[src/hdl/upd_pkg.sv]
// ----------------------------------------------------------------------------
// upd_pkg
// Shared types, character codes and helpers for the URL percent decoder.
// ----------------------------------------------------------------------------
`default_nettype none

package upd_pkg;

  localparam logic [7:0] ChPercent = 8'h25;
  localparam logic [7:0] ChPlus    = 8'h2B;
  localparam logic [7:0] ChSpace   = 8'h20;
  localparam logic [7:0] ChNul     = 8'h00;
  localparam logic [3:0] HexLetterBase = 4'd10;

  typedef enum logic [1:0] {
    PH_IDLE  = 2'd0,
    PH_PCT   = 2'd1,
    PH_DIGIT = 2'd2,
    PH_DONE  = 2'd3
  } phase_e;

  // one decoded result word
  typedef struct packed {
    logic [7:0] data;
    logic       has;
    logic       last;
  } res_t;

  // decoder outcome for one input word
  typedef struct packed {
    logic [1:0] count;   // 0..2 results
    res_t       r0;
    res_t       r1;
    phase_e     phase;
    logic [7:0] held;
  } dec_t;

  function automatic logic is_hex(input logic [7:0] b);
    return (b >= 8'h30 && b <= 8'h39) || (b >= 8'h41 && b <= 8'h46) ||
           (b >= 8'h61 && b <= 8'h66);
  endfunction

  function automatic logic [3:0] hex_val(input logic [7:0] b);
    logic [3:0] v;
    v = 4'd0;
    if (b >= 8'h30 && b <= 8'h39) v = b[3:0];
    else if ((b >= 8'h41 && b <= 8'h46) || (b >= 8'h61 && b <= 8'h66))
      v = b[3:0] - 4'd1 + HexLetterBase;
    return v;
  endfunction

endpackage

`default_nettype wire

[src/hdl/upd_decode.sv]
// ----------------------------------------------------------------------------
// upd_decode
// Combinational decode of one encoded byte against the current phase.
// ----------------------------------------------------------------------------
`default_nettype none

module upd_decode (
  input  wire logic [7:0]      byte_i,
  input  wire logic            last_i,
  input  wire upd_pkg::phase_e phase_i,
  input  wire logic [7:0]      held_i,
  output upd_pkg::dec_t        dec_o
);
  import upd_pkg::*;

  res_t       res [2];
  logic [1:0] n;
  phase_e     nph;
  logic [7:0] nheld;
  logic [7:0] plain_b;

  assign plain_b = (byte_i == ChPlus) ? ChSpace : byte_i;

  always_comb begin
    n      = 2'd0;
    res[0] = '0;
    res[1] = '0;
    nph    = phase_i;
    nheld  = held_i;

    if (phase_i == PH_DONE) begin
      // string already ended, swallow
    end else if (byte_i == ChNul) begin
      if (phase_i == PH_DIGIT) begin
        res[n[0]] = '{data: held_i, has: 1'b1, last: 1'b0};
        n = n + 2'd1;
      end
      nph   = PH_DONE;
      nheld = 8'd0;
    end else if (phase_i == PH_PCT && is_hex(byte_i)) begin
      nheld = byte_i;
      nph   = PH_DIGIT;
    end else if (phase_i == PH_DIGIT && is_hex(byte_i)) begin
      res[n[0]] = '{data: {hex_val(held_i), hex_val(byte_i)}, has: 1'b1, last: 1'b0};
      n     = n + 2'd1;
      nph   = PH_IDLE;
      nheld = 8'd0;
    end else begin
      // held digit without a second one goes out as itself
      if (phase_i == PH_DIGIT) begin
        res[n[0]] = '{data: held_i, has: 1'b1, last: 1'b0};
        n     = n + 2'd1;
        nheld = 8'd0;
      end
      if (byte_i == ChPercent) begin
        nph = PH_PCT;
      end else begin
        nph = PH_IDLE;
        res[n[0]] = '{data: plain_b, has: 1'b1, last: 1'b0};
        n = n + 2'd1;
      end
    end

    if (last_i) begin
      if (nph == PH_DIGIT) begin
        res[n[0]] = '{data: nheld, has: 1'b1, last: 1'b0};
        n = n + 2'd1;
      end
      if (n == 2'd0) begin
        res[0] = '{data: 8'd0, has: 1'b0, last: 1'b0};
        n = 2'd1;
      end
      if (n == 2'd1) res[0].last = 1'b1;
      else           res[1].last = 1'b1;
      nph   = PH_IDLE;
      nheld = 8'd0;
    end

    dec_o.count = n;
    dec_o.r0    = res[0];
    dec_o.r1    = res[1];
    dec_o.phase = nph;
    dec_o.held  = nheld;
  end

endmodule

`default_nettype wire

[src/hdl/url_percent_decoder_top.sv]
// ----------------------------------------------------------------------------
// url_percent_decoder_top
// Streaming URL percent decoder: encoded bytes in, decoded bytes out.
// ----------------------------------------------------------------------------
// Usage:
//   Input channel (in_valid_i / in_stall_o) carries one encoded byte per word
//   with in_last_i on the final byte of a string. Output channel
//   (out_valid_o / out_stall_i) carries decoded words: out_byte_o, has_byte_o
//   (0 on an empty end marker) and out_last_o on the final word of a string.
//   A word moves when valid is high and stall is low.
// Path: an accepted byte lands in the input register, is decoded from there
//   into a 4-word result queue once the queue has room for two words, and
//   is offered on the output from the queue head.
// Throughput: one byte per cycle while the queue has room. An input byte
//   yields up to two results; the output port drains one word per cycle,
//   so a byte that gives two results is drained as two output words. The
//   decode step fires only when the queue has room for two words, which
//   bounds the input rate to the output drain rate.
// Reset: rst_ni (async, active low) empties the input register and the
//   queue and returns the decoder to idle with no percent pending.
// Stall: with out_stall_i high the queue head holds; once the queue lacks
//   room for two words the decode step waits and in_stall_o rises. Neither
//   valid output looks at the opposite stall combinationally.
// ----------------------------------------------------------------------------
`default_nettype none

module url_percent_decoder_top #(
  parameter int unsigned QDepth = 4   // result queue depth, power of two, >= 2
) (
  input  wire logic       clk_i,
  input  wire logic       rst_ni,
  input  wire logic       in_valid_i,
  output      logic       in_stall_o,
  input  wire logic [7:0] in_byte_i,
  input  wire logic       in_last_i,
  output      logic       out_valid_o,
  input  wire logic       out_stall_i,
  output      logic [7:0] out_byte_o,
  output      logic       has_byte_o,
  output      logic       out_last_o
);
  import upd_pkg::*;

  localparam int unsigned PtrW = $clog2(QDepth);
  localparam int unsigned CntW = PtrW + 1;
  localparam logic [CntW-1:0] Depth   = CntW'(QDepth);
  localparam logic [CntW-1:0] RoomFor2 = CntW'(QDepth - 2);

  // input register
  logic       in_vld_q;
  logic [7:0] in_byte_q;
  logic       in_last_q;

  // decoder state
  phase_e     phase_q;
  logic [7:0] held_q;

  // result queue
  res_t            mem_q [QDepth];
  logic [PtrW-1:0] wp_q, rp_q;
  logic [CntW-1:0] cnt_q, cnt_d;

  dec_t dec;
  logic fire, push_in, pop;

  upd_decode u_dec (
    .byte_i  (in_byte_q),
    .last_i  (in_last_q),
    .phase_i (phase_q),
    .held_i  (held_q),
    .dec_o   (dec)
  );

  // decode only when two words surely fit
  assign fire    = in_vld_q && (cnt_q <= RoomFor2);
  assign push_in = in_valid_i && !in_stall_o;
  assign pop     = out_valid_o && !out_stall_i;

  assign in_stall_o  = in_vld_q && !fire;
  assign out_valid_o = (cnt_q != '0);
  assign out_byte_o  = mem_q[rp_q].data;
  assign has_byte_o  = mem_q[rp_q].has;
  assign out_last_o  = mem_q[rp_q].last;

  always_comb begin
    cnt_d = cnt_q;
    if (fire) cnt_d = cnt_d + CntW'(dec.count);
    if (pop)  cnt_d = cnt_d - CntW'(1);
  end

  always_ff @(posedge clk_i or negedge rst_ni) begin
    if (!rst_ni) begin
      in_vld_q <= 1'b0;
      phase_q  <= PH_IDLE;
      held_q   <= 8'd0;
      wp_q     <= '0;
      rp_q     <= '0;
      cnt_q    <= '0;
    end else begin
      if (push_in)   in_vld_q <= 1'b1;
      else if (fire) in_vld_q <= 1'b0;
      if (fire) begin
        phase_q <= dec.phase;
        held_q  <= dec.held;
        wp_q    <= wp_q + PtrW'(dec.count);
      end
      if (pop) rp_q <= rp_q + PtrW'(1);
      cnt_q <= cnt_d;
    end
  end

  // payload, no reset
  always_ff @(posedge clk_i) begin
    if (push_in) begin
      in_byte_q <= in_byte_i;
      in_last_q <= in_last_i;
    end
    if (fire) begin
      if (dec.count != 2'd0) mem_q[wp_q] <= dec.r0;
      if (dec.count == 2'd2) mem_q[wp_q + PtrW'(1)] <= dec.r1;
    end
  end

  // ---------------------------------------------------------------- checks
  a_cnt_bound : assert property (@(posedge clk_i) disable iff (!rst_ni)
    cnt_q <= Depth)
    else $error("result queue overfilled");

  a_last_idle : assert property (@(posedge clk_i) disable iff (!rst_ni)
    fire && in_last_q |=> phase_q == PH_IDLE && held_q == 8'd0)
    else $error("decoder not idle after end of string");

  a_last_result : assert property (@(posedge clk_i) disable iff (!rst_ni)
    fire && in_last_q |=> cnt_q != '0)
    else $error("end of string produced no result");

  a_held_clear : assert property (@(posedge clk_i) disable iff (!rst_ni)
    phase_q != PH_DIGIT |-> held_q == 8'd0)
    else $error("held digit set outside digit phase");

endmodule

`default_nettype wire
[config.mk]
export PLATFORM = sky130hd
export DESIGN_NAME = url_percent_decoder_top
export DESIGN_NICKNAME = d
export VERILOG_FILES = /design/src/hdl/upd_pkg.sv /design/src/hdl/upd_decode.sv /design/src/hdl/url_percent_decoder_top.sv
export SDC_FILE = /design/constraint.sdc
export NUM_CORES = 1
export LEC_CHECK = 0
export BUFFER_PORTS_ARGS = -buffer_cell sky130_fd_sc_hd__buf_2
export CAP_MARGIN = 20
export CORE_MARGIN = 5
export CORE_UTILIZATION = 30
export CTS_CLUSTER_SIZE = 8
export DETAILED_ROUTE_END_ITERATION = 10
export SLEW_MARGIN = 20
export SYNTH_ARGS = -nofsm -noshare
export SYNTH_HDL_FRONTEND = slang
export SYNTH_SLANG_ARGS = --single-unit
export TNS_END_PERCENT = 100
[constraint.sdc]
create_clock -name clk_i -period 12.8 [get_ports clk_i]
set_input_delay 1.28 -clock clk_i [delete_from_list [all_inputs] [get_ports clk_i]]
set_output_delay 1.28 -clock clk_i [all_outputs]
set_load 0.02 [all_outputs]
# After elaboration in Yosys (flattened, before gate mapping)
# Memory sizes are Yosys's and may differ from the RTL's.
# Index checks and enable logic that the tools add are counted.
# word_totals
elab_cells,138
ramBits,40
register_bits,27
input_bits,13
out_inout_bits,12
n_memories,1
# mem_list
memory,depth,width,read_ports,rd_clocked_by_memory_dff,wr,line,text
mem_q,4,10,1,0,2,url_percent_decoder_top.sv:59,res_t mem_q [QDepth];
# op_classes
magnitude_cmp,17
n_reduce_logical,26
eq_ne,8
addsub,11
mux,65
bitwise_logic,2
# ops
cell,count
10-bit 2-to-1 mux,12
20-bit 2-to-1 mux,5
8-bit 2-to-1 mux,7
20-bit bitwise mux,2
2-bit 2-to-1 mux,18
8-bit by 7-bit greater-or-equal comparator with 1-bit output (second input constant),4
8-bit by 7-bit <= comparator with 1-bit output (second input constant),4
10-bit demux with 1-bit select,2
8-bit by 6-bit equality test with 1-bit output (second input constant),2
8-bit by 6-bit greater-or-equal comparator with 1-bit output (second input constant),2
8-bit by 6-bit <= comparator with 1-bit output (second input constant),2
4-bit 2-to-1 mux,4
1-bit logical AND,14
1-bit 2-to-1 mux,13
2-bit by 1-bit adder with 2-bit output (second input constant),4
4-bit adder (second input constant),2
2-bit equality test (second input constant),4
8-bit zero test,1
4-bit by 1-bit subtractor with 4-bit output (second input constant),2
3-bit 2-to-1 mux,2
2-bit by 1-bit equality test with 1-bit output (second input constant),2
2-bit greater-or-equal comparator (second input constant),2
1-bit logical OR,4
2-bit by 1-bit < comparator with 1-bit output (second input constant),2
9 further kinds,13

# Logic depth before layout (Yosys ltp)
# Gate-level depths: netlist of run 1.
# depth
depth_word,26
ltp_mapped,23
depth_no_buf,23

# Hierarchy
# From an unflattened synthesis of run 1, not the netlist that was laid out.
# hier_totals
hier_cells,391
area_unflattened_um2,4466.8
# modules_own_cells
module,cells_per_inst,instances,area_each_um2,seq_area_each_um2
url_percent_decoder_top,189,1,3186.8,1921.8
upd_decode,202,1,1280.0,0.0

# Worst setup path after synthesis of run 1
# Ideal clock, no wire load.
# synth_path
path_type,reg-to-reg
start,reg in_byte_q[0]
end,reg cnt_q[2]
required_time_ps,12675
setup_ps,125
path_stages_with_launch,23
setup_slack_ps,8394
period_less_slack_ps,4406
arrival_time_ps,4280
n_path_buf,1
cell_sequence,edfxtp_1 -> clkbuf_1 -> inv_1 -> ha_1 -> or4b_2 -> or2_1 -> o211ai_4 -> a32oi_2 -> and2_1 -> ha_1 -> nand2_1 -> nor3_1 -> a211oi_4 -> nand2_1 -> nand2_1 -> ha_1 -> inv_1 -> fa_1 -> nor2_1 -> a21oi_1 -> ha_1 -> nand2_1 -> xor2_1
# synth_via
elab_chain_cells,20
elab_cells_between_ends,37
cone_classes,add/sub (3); order compare (6); eq/ne (2); mux (17); reduce/logical (9)
# synth_rtl
item,line,text
start: declaration,url_percent_decoder_top.sv:51,logic [7:0] in_byte_q;
start signal: assignment,url_percent_decoder_top.sv:115,in_byte_q <= in_byte_i;
8-bit by 6-bit greater-or-equal comparator with 1-bit output (tied with other cells),upd_pkg.sv:39,return (b >= 8'h30 && b <= 8'h39) || (b >= 8'h41 && b <= 8'h46) ||
1-bit logical AND,upd_pkg.sv:39,
1-bit logical OR (2 in series),upd_pkg.sv:39,
1-bit logical AND,upd_decode.sv:43,end else if (phase_i == PH_DIGIT && is_hex(byte_i)) begin
2-bit 2-to-1 mux or 1-bit 2-to-1 mux (tied branches),upd_decode.sv:43,
2-bit 2-to-1 mux,upd_decode.sv:40,end else if (phase_i == PH_PCT && is_hex(byte_i)) begin
2-bit 2-to-1 mux,upd_decode.sv:33,end else if (byte_i == ChNul) begin
2-bit 2-to-1 mux,upd_decode.sv:31,if (phase_i == PH_DONE) begin
[4 not listed],-,
2-bit 2-to-1 mux,upd_decode.sv:69,if (n == 2'd0) begin
2-bit 2-to-1 mux,upd_decode.sv:64,if (last_i) begin
2-bit 2-to-1 mux (*),upd_decode.sv:64,
3-bit by 2-bit adder with 3-bit output (*),url_percent_decoder_top.sv:87,if (fire) cnt_d = cnt_d + CntW'(dec.count);
3-bit 2-to-1 mux (*),url_percent_decoder_top.sv:87,
3-bit by 1-bit subtractor with 3-bit output,url_percent_decoder_top.sv:88,if (pop) cnt_d = cnt_d - CntW'(1);
3-bit 2-to-1 mux (*),url_percent_decoder_top.sv:88,
named net cnt_d[2],url_percent_decoder_top.sv:61,"logic [CntW-1:0] cnt_q, cnt_d;"
end signal: assignment,url_percent_decoder_top.sv:108,cnt_q <= cnt_d;
end: declaration,url_percent_decoder_top.sv:61,
# The timed path passes the listed nets; every way through them passes the cells marked *. The select of a mux whose other input is x is not followed.
# A chain may end at the register's enable or synchronous reset.

# Worst setup path in the final report of run 1
# Same ends and word-level chain as after synthesis.

==> impl_metrics.yaml, run 1 <==
run_status:
  status: "complete, no violations"
clock_network:
  clkLatencyLatePin_ns: 0.33
  cts_root_buf: "clkbuf_16"
  numClockSinks: 67
  cts_resized: 0
  cts_max_level: 3
  clk_path_buf_depth: 2
  cts_made_buffers: 9
  clk_pin_slew_ns: 0.05
  cts_setup_buffers: 0
  cts_tree: "done"
  hold_buffers: 0
synth:
  netlist.top_cell.by_area: "edfxtp_1"
  ys.flop_type: "edfxtp_1"
  postSynthCellCount: 409
  synth-seq-cells: 67
  synth_area_leaders: "edfxtp_1 34%, dfrtp_1 10%, mux2i_1 8.4%, mux4_2 5.1%, ha_1 3.7%"
  syn_area_mm2: 0.00438
  synth_edf_count: 49
  synthArstFlopShare_pct: 26.9
  yosys_warnings: 0
  synth.net_count: 436
  syn_area_per_cell_um2: 10.7
  synthDistinctLibCells: 69
  yosysTopAreaCellShare_pct: 33.6
  synth.yosys.seq_area_share_pct: 43.8
sta:
  grt_setup_unrepaired: "false"
  worst_pin_slew_ns: 1.03
  hold_viol: 0
  post-route-min-period_ns: 5.32
  max_freq_mhz: 188
  period_share_pct: 41.6
  setup_viol: 0
  slew_viol_final: 0
  fin_setup_tns_ns: 0
  fin_skew_ns: 0.00730
  slew_headroom_pct: 31.4
worst_setup_path:
  cp-end-kind: "flip-flop"
  max_stage_delay_ns: 0.73
  worstSetupPathType: "flip-flop to flip-flop"
  cp_slowest_cell: "nor2_1"
  critPathLaunchType: "flip-flop"
  path_cells: "inv_1, ha_1, or4b_2, nor2_1, nor2_1, nand3_1, and2_1, ha_1, nand2_1, nor3_1, a211oi_4, nand2_1, nand2_1, ha_1, inv_1, fa_1, nor2_1, a21oi_1, ha_1, nand2_1, xor2_1"
  critical_path_required_ns: 13.01
  critPathArrivalTime_ns: 5.53
  crit_fanout: 14
floorplan:
  dieArea_mm2: 0.0171
  fp-row-count: 44
  initial_utilization_pct: 30.4
  core-area_mm2: 0.0144
  die_w_um: 131
  io_pins: 25
  dieHeight_um: 131
drt:
  ant_nets: 0
  drc: 0
  vias: 3365
  viasPerCell: 5.53
  drtIter0Drc: 288
  dr.pass1.iters: 6
  wire_per_inst_um: 19.1
  wl_um: 11600
hold_path:
  min_path_type: "flip-flop to flip-flop"
cells_and_area:
  layout_common_cells: "49 x edfxtp_1, 40 x nand2_1, 37 x mux2i_1"
  nets: 447
  mostFrequentLayoutCell: "edfxtp_1"
  ff_latch_area_mm2: 0.00192
  fin_area_mm2: 0.00488
  fin_cells: 609
  n_antenna_cell: 0
  drive_gt1_share_pct: 15.3
  fillers: 1468
  multi_input_area_mm2: 0.00228
  area_growth_pct: 11.2
grt:
  grt-ovfl-total: 0
  antenna_found_initial: 0
  grt_pass1_vias: 3420
  grt_max_degree: 21
  grt_pass1_wl_um: 18900
  grt_usage_pct: 14.6
power_and_ir_drop:
  power.density_mw_per_mm2: 208
  max-vdd-ir-drop_mv: 0.0683
  power_leakage_nw: 1.69
place:
  gp_congestion: 0.981
  dp_hpwl_um: 8280
  placed_cells: 593
  portBuffers: 24
  place_area_mm2: 0.00462
flow_run:
  drv_cap: 0
-- layer usage --
layer / global-route usage (%) / wire [um] / vias up
met4: 6.96 / 309 / 0
met2: 23.0 / 5580 / 116
met5: 0 / 0 / -
met3: 4.07 / 683 / 25
li1: - / - / 1567
met1: 18.5 / 5060 / 1657
-- synth_stat cells, types with 3 or more instances --
library cell and number:
nand2b_1 4, o22ai_1 4, and4_4 4, and2_1 6, a22o_1 6, nor2b_1 9
o21ai_2 5, edfxtp_1 49, a211oi_1 4, nor3_1 6, o21ai_0 17, a21o_1 6
o21a_1 6, nand3_1 7, inv_1 12, clkbuf_1 18, o31ai_1 5, and3_1 4
o211ai_1 3, dfrtp_1 18, nor2_1 27, buf_6 5, mux2i_1 37, a21oi_1 25
nand2_1 40, a311oi_1 3, ha_1 13, mux4_2 10, xnor2_1 3
-- critical path, delay by kind of cell, from the launching register on --
family                     cells  cell delay [ns]
DFF                            1             0.55
AOI/OAI and AO/OA              2             0.57
and+or+nand+nor               11             2.39
adders and majority gates      5             1.26
buffers and inverters          2             0.24
xor gates and xnor gates       1             0.17
-- area by class of cell --
cell class / count / area share (%)
flip-flops and latches: 67 / 39.4
clock inverters: 4 / 0.359
multi-input cells: 301 / 46.7
well taps: 184 / 4.72
repair buffers: 27 / 2.92
inverters: 14 / 1.08
clock buffers: 12 / 4.85
-- path summary, 6_finish.rpt --
kind                                    from         to  slack, ns  cells after the start
worst min-delay path               held_q[7]  held_q[7]       0.56                      1
max in group asynchronous             rst_ni  held_q[3]      11.57                      1
worst min register to register     held_q[7]  held_q[7]       0.56                      1
worst max-delay path            in_byte_q[0]   cnt_q[2]       7.48                     21
worst max register to register  in_byte_q[0]   cnt_q[2]       7.48                     21
min in group asynchronous             rst_ni   in_vld_q       0.90                      1
-- kinds of logic (layout without fill, tap and decap cells) --
group,count (synthesis),count (layout),synth area share [%]
AO/OA/AOI/OAI,109,109,18.0
multiplexers,47,47,13.6
adder cells (fa/ha/maj),14,14,4.17
flip-flops,67,67,43.8
AND/OR/NAND/NOR,126,126,15.0
XOR/XNOR,5,5,0.999
buffers and inverters,41,57,4.42
-- through the flow --
stage	hold slack (ns)	utilization (%)	power [mW]	setup slack, ns
5_1_grt	0.596	33.8	1.08	7.06
3_5_place_dp	0.531	32.0	0.808	7.55
2_1_floorplan	0.487	-	0.682	8.39
4_1_cts	0.546	33.8	1.03	7.54
3_3_place_gp	0.520	32.0	0.796	7.66
6_report	0.557	33.8	1.01	7.48
-- state kept, by name, indices dropped and copies added (netlist names) --
register	flops
wp_q	2
in_last_q	1
mem_q	40
in_byte_q	8
cnt_q	3
in_vld_q	1
phase_q	2
rp_q	2
held_q	8
-- where the power goes --
| group | total (mW) | internal, mW | switching, mW | leakage, nW |
|---|---|---|---|---|
| Sequential | 0.377 | 0.313 | 0.0645 | 0.677 |
| Combinational | 0.422 | 0.170 | 0.252 | 0.886 |
| Clock | 0.214 | 0.129 | 0.0853 | 0.125 |
Note: power is estimated with default switching activity, not from simulation.
==> run 2: changes to the inputs <==
- ABC_AREA: unset -> 1
- clock period: 12.8 -> 5.3 ns (I/O delays scaled with it)
==> run 2 against run 1 <==
- setup slack got worse by 6.4 ns
- global-route usage down 0.54 points
- combinational power is 99% higher
- non-clock buffer count down 1
- critical path depth up 4
- sequential share of layout area fell by 2.2 points
- via count up 17%
- clock power rose to 3.5 times the previous value
- largest cell class unchanged
- count of clock-buffer cells in the layout fell by 2
- critical path type unchanged
- register-to-register slack got worse by 6.4 ns
- wire length increased by 3.8%
- flip-flop and latch count stayed put
==> impl_metrics.yaml, run 2 <==
drt:
  wire_per_inst_um: 15.4
  vias: 3945
  drtIter0Drc: 446
  dr.pass1.iters: 5
  viasPerCell: 5.01
  drc: 0
  wl_um: 12100
  ant_nets: 0
synth:
  synth_area_leaders: "edfxtp_1 32%, nand2_1 11%, dfrtp_1 9.8%, nand3_1 5.5%, o21ai_0 5.4%"
  ys.flop_type: "edfxtp_1"
  synth.net_count: 608
  syn_area_mm2: 0.00457
  synth-seq-cells: 67
  synth.most_common_cell: "nand2_1"
  synthArstFlopShare_pct: 26.9
  yosys_warnings: 0
  netlist.top_cell.by_area: "edfxtp_1"
  syn_area_per_cell_um2: 7.87
  synth_edf_count: 49
  yosysTopAreaCellShare_pct: 32.2
  synth.yosys.seq_area_share_pct: 42.0
  postSynthCellCount: 581
  netlist_top_cells_count: "139 x nand2_1, 61 x nor2_1, 58 x inv_1, 50 x nand3_1"
  synthDistinctLibCells: 40
sta:
  slew_viol_final: 0
  setup_viol: 0
  timing.hold.ws_ns: 0.140
  period_share_pct: 78.9
  worst_pin_slew_ns: 0.756
  max_freq_mhz: 239
  grt_setup_unrepaired: "false"
  post-route-min-period_ns: 4.18
  slew_headroom_pct: 49.4
  fin_setup_tns_ns: 0
  fin_skew_ns: 0.0116
  fin_ws_ns: 1.12
  hold_viol: 0
worst_setup_path:
  cp-end-kind: "flip-flop"
  critPathLaunchType: "flip-flop"
  critical_path_required_ns: 5.53
  reg2reg_slack_ns: 1.12
  worstSetupPathType: "flip-flop to flip-flop"
  critPathArrivalTime_ns: 4.41
  max_stage_delay_ns: 0.47
  cp_slowest_cell: "edfxtp_1"
  crit_buf_inv: 5
  crit_fanout: 12
  cp_top_family: "simple AND/OR/NAND/NOR gates"
grt:
  grt-ovfl-total: 0
  grt_max_degree: 50
  grt_pass1_vias: 3753
  antenna_found_initial: 0
  grt_pass1_wl_um: 20000
  grt_usage_pct: 14.0
clock_network:
  cts_root_buf: "clkbuf_16"
  numClockSinks: 67
  clk_pin_slew_ns: 0.06
  hold_buffers: 0
  clkLatencyLatePin_ns: 0.34
  cts_max_level: 3
  cts_made_buffers: 9
  cts_setup_buffers: 0
  cts_tree: "done"
  cts_resized: 0
  clk_path_buf_depth: 2
cells_and_area:
  drive_gt1_share_pct: 13.7
  mostFrequentLayoutCell: "nand2_1"
  top_regs: "mem_q x40, held_q x8, in_byte_q x8"
  fin_cells: 787
  area_growth_pct: 13.1
  nets: 621
  top_register: "mem_q"
  largest_reg_flops: 40
  layout_common_cells: "139 x nand2_1, 60 x nor2_1, 58 x inv_1"
  n_antenna_cell: 0
  fin_util_pct: 34.3
place:
  portBuffers: 24
  placed_cells: 771
  dp_hpwl_um: 8810
  gp_congestion: 0.921
  preCtsSetupSlack_ns: 1.13
power_and_ir_drop:
  power.density_mw_per_mm2: 461
  max-vdd-ir-drop_mv: 0.308
  power_leakage_nw: 2.34
hold_path:
  min_path_type: "primary input to async pin"
run_status:
  status: "complete, no violations"
floorplan:
  dieArea_mm2: 0.0178
  core-area_mm2: 0.0151
  initial_utilization_pct: 30.3
  die_w_um: 133
  dieHeight_um: 133
  io_pins: 25
  fp-row-count: 45
flow_run:
  drv_cap: 0
==> run 2: cell types whose count changed in the layout (fill, tap and decap cells not counted), moves of 14 or more <==
cell     delta
nand4_1    +34
mux2i_1    -36
inv_1      +46
o21ai_0    +32
o22ai_1    +14
a21oi_1    -19
nor2_1     +33
nand2_1    +99
nand3_1    +43
==> run 2: metrics by stage <==
stage / power [mW] / instance area (um^2)
5_1_grt: 2.54 / 5170
3_3_place_gp: 1.65 / 4810
6_report: 2.38 / 5170
2_1_floorplan: 1.39 / 4570
4_1_cts: 2.40 / 5170
3_5_place_dp: 1.66 / 4810
==> run 2: path summary, 6_finish.rpt <==
kind / start / end / depth (start not counted)
min in group clk_i: in_byte_i[6] / in_byte_q[6] / 1
min: rst_ni / held_q[2] / 1
min reg2reg: in_vld_q / in_vld_q / 2
max: in_byte_q[0] / cnt_q[2] / 25
max reg2reg: in_byte_q[0] / cnt_q[2] / 25
max in group asynchronous: rst_ni / held_q[7] / 1
==> run 2: power by group <==
group          total [mW]  internal [mW]  leakage [nW]  switching, mW
clock network       0.744          0.510         0.177          0.234
logic               0.840          0.241          1.48          0.599
registers           0.800          0.699         0.679          0.101
total                2.38           1.45          2.34          0.934
==> run 2: layer usage <==
layer / part of all wire, % / track usage, % / vias up
met3: 4.4 / 2.95 / 14
met4: 0.98 / 3.26 / 0
li1: - / - / 2006
met1: 49 / 19.6 / 1816
met5: 0 / 0 / -
met2: 45 / 22.4 / 109
==> run 2: final cells by class <==
cell class / count / area (um^2)
repair buffers: 26 / 135
inverters: 65 / 246
fillers: 1578 / 9920
well taps: 188 / 235
clock inverters: 6 / 138
multi-input cells: 425 / 2270
clock buffers: 10 / 229
flip-flops and latches: 67 / 1920
==> run 2: cells by family after synthesis <==
family,after synthesis,share of synthesized area (%)
simple gates,316,32.7
fa+ha+maj,14,3.99
buf+inv,89,8.56
mux,1,0.219
xor+xnor,5,0.958
flops,67,42.0
compound gates,89,11.5
==> run 2: worst reg2reg max path, delay by kind of cell, from the launching register on <==
family | cells | cell delay, ns
buffers and inverters | 5 | 0.37
AOI/OAI and AO/OA | 2 | 0.29
xor gates and xnor gates | 1 | 0.17
DFF | 1 | 0.47
and+or+nand+nor | 12 | 1.40
adders and majority gates | 5 | 1.39
==> run 3: changes to the inputs <==
- clock period: 5.3 -> 3.6 ns (I/O delays scaled with it)
==> run 3 against run 2 <==
- highest routed layer unchanged
- count of clock-buffer cells in the layout is the same
- via count up 4.3%
- flip-flop and latch count stayed put
- critical path type unchanged
- fmax grew 24%
- the flow now finishes with violations (hold timing)
==> impl_metrics.yaml, run 3 (synthesis gave the netlist of run 2 again) <==
hold_path:
  min_path_type: "primary input to async pin"
floorplan:
  core-area_mm2: 0.0151
  initial_utilization_pct: 30.3
  die_w_um: 133
  dieHeight_um: 133
  fp-row-count: 45
  io_pins: 25
  dieArea_mm2: 0.0178
clock_network:
  clkLatencyLatePin_ns: 0.34
  clk_path_buf_depth: 2
  cts_root_buf: "clkbuf_16"
  cts_tree: "done"
  clk_pin_slew_ns: 0.06
  cts_max_level: 3
  cts_made_buffers: 9
  numClockSinks: 67
sta:
  hold_viol: 1
  period_share_pct: 93.9
  worst_pin_slew_ns: 0.685
  max_freq_mhz: 296
  timing.hold.ws_ns: -0.00148
  fin_skew_ns: 0.00386
  slew_viol_final: 0
  slew_headroom_pct: 54.2
  setup_viol: 0
  post-route-min-period_ns: 3.38
grt:
  grt_max_degree: 25
  grt_usage_pct: 14.5
  grt_pass1_vias: 3994
  antenna_found_initial: 0
  grt-ovfl-total: 0
  grt_pass1_wl_um: 20500
drt:
  ant_nets: 0
  drtIter0Drc: 280
  viasPerCell: 5.00
  wl_um: 12400
  vias: 4114
  drc: 0
  wire_per_inst_um: 15.1
  dr.pass1.iters: 5
run_status:
  violations: "hold timing"
  status: "complete, but fails checks"
worst_setup_path:
  cpMostUsedCell: "nand2_4"
  critical_path_required_ns: 3.83
  cp_slowest_cell: "edfxtp_1"
  critPathArrivalTime_ns: 3.61
  max_stage_delay_ns: 0.40
  worstSetupPathType: "flip-flop to flip-flop"
  critPathLaunchType: "flip-flop"
  crit_fanout: 7
  cp-end-kind: "flip-flop"
cells_and_area:
  layout_common_cells: "138 x nand2_1, 60 x nor2_1, 56 x inv_1"
  top_regs: "mem_q x40, held_q x8, in_byte_q x8"
  n_antenna_cell: 0
  mostFrequentLayoutCell: "nand2_1"
  top_register: "mem_q"
  nets: 657
  fin_util_pct: 36.4
  largest_reg_flops: 40
  drive_gt1_share_pct: 20.3
  area_growth_pct: 20.2
place:
  gp_congestion: 0.913
  dp_hpwl_um: 9240
  portBuffers: 24
flow_run:
  drv_cap: 0
power_and_ir_drop:
  max-vdd-ir-drop_mv: 0.282
  power.density_mw_per_mm2: 647
  power_leakage_nw: 2.51
run 3: report_power, final:
part | internal (mW) | switching (mW)
Combinational | 0.447 | 0.963
Sequential | 1.03 | 0.0950
Clock | 0.679 | 0.345
Total | 2.15 | 1.40
run 3: final timing paths:
check                      cells after the start  slack (ns)         start      endpoint
hold / removal                                 1      -0.001        rst_ni    phase_q[0]
hold reg to reg                                2        0.49      in_vld_q      in_vld_q
max in group asynchronous                      1        3.22        rst_ni       wp_q[1]
setup / recovery                              25        0.22  in_byte_q[0]      cnt_q[2]
min in group clk_i                             1        0.19  in_byte_i[7]  in_byte_q[7]
setup reg to reg                              25        0.22  in_byte_q[0]      cnt_q[2]
run 3: layer usage:
metal	GRT usage (%)	part of all wire (%)	routed length (um)	vias to the layer above
met4	5.71	2.7	337	0
met1	19.5	48	5930	1906
met5	0	0	0	-
met2	22.5	44	5530	116
met3	3.44	5.0	624	24
li1	-	-	-	2068
run 3: metrics by stage:
stage	cell area (um^2)	setup WS, ns	setup TNS [ns]	cells	total power [mW]
3_3_place_gp	5060	0.149	0	802	2.52
4_1_cts	5410	0.0661	0	818	3.55
5_1_grt	5500	-0.0312	-0.0312	823	3.80
6_report	5500	0.218	0	823	3.56
3_5_place_dp	5060	0.0946	0	802	2.51
2_1_floorplan	4600	0.0312	0	581	2.06
run 3: cell type report:
cell class | count | area (um^2)
multi-input combinational | 425 | 2340
sequential | 67 | 1920
fill | 1608 | 9590
clock inverter | 6 | 115
inverter | 65 | 246
tap | 188 | 235
clock buffer | 10 | 229
timing repair buffer | 62 | 409
run 3: critical path, delay by kind of cell (launching register included):
| kind | cells | cell delay (ns) |
|---|---|---|
| buf+inv | 5 | 0.28 |
| flops | 1 | 0.40 |
| fa+ha+maj | 5 | 1.27 |
| simple gates | 12 | 0.96 |
| xor+xnor | 1 | 0.14 |
| compound gates | 2 | 0.21 |
run 3: repair_timing:
action,CTS,global route
endpoints found under the hold margin,0,0
endpoints found under the setup margin,0,2
hold buffers,0,0
resized for setup,0,15
setup buffers,0,5
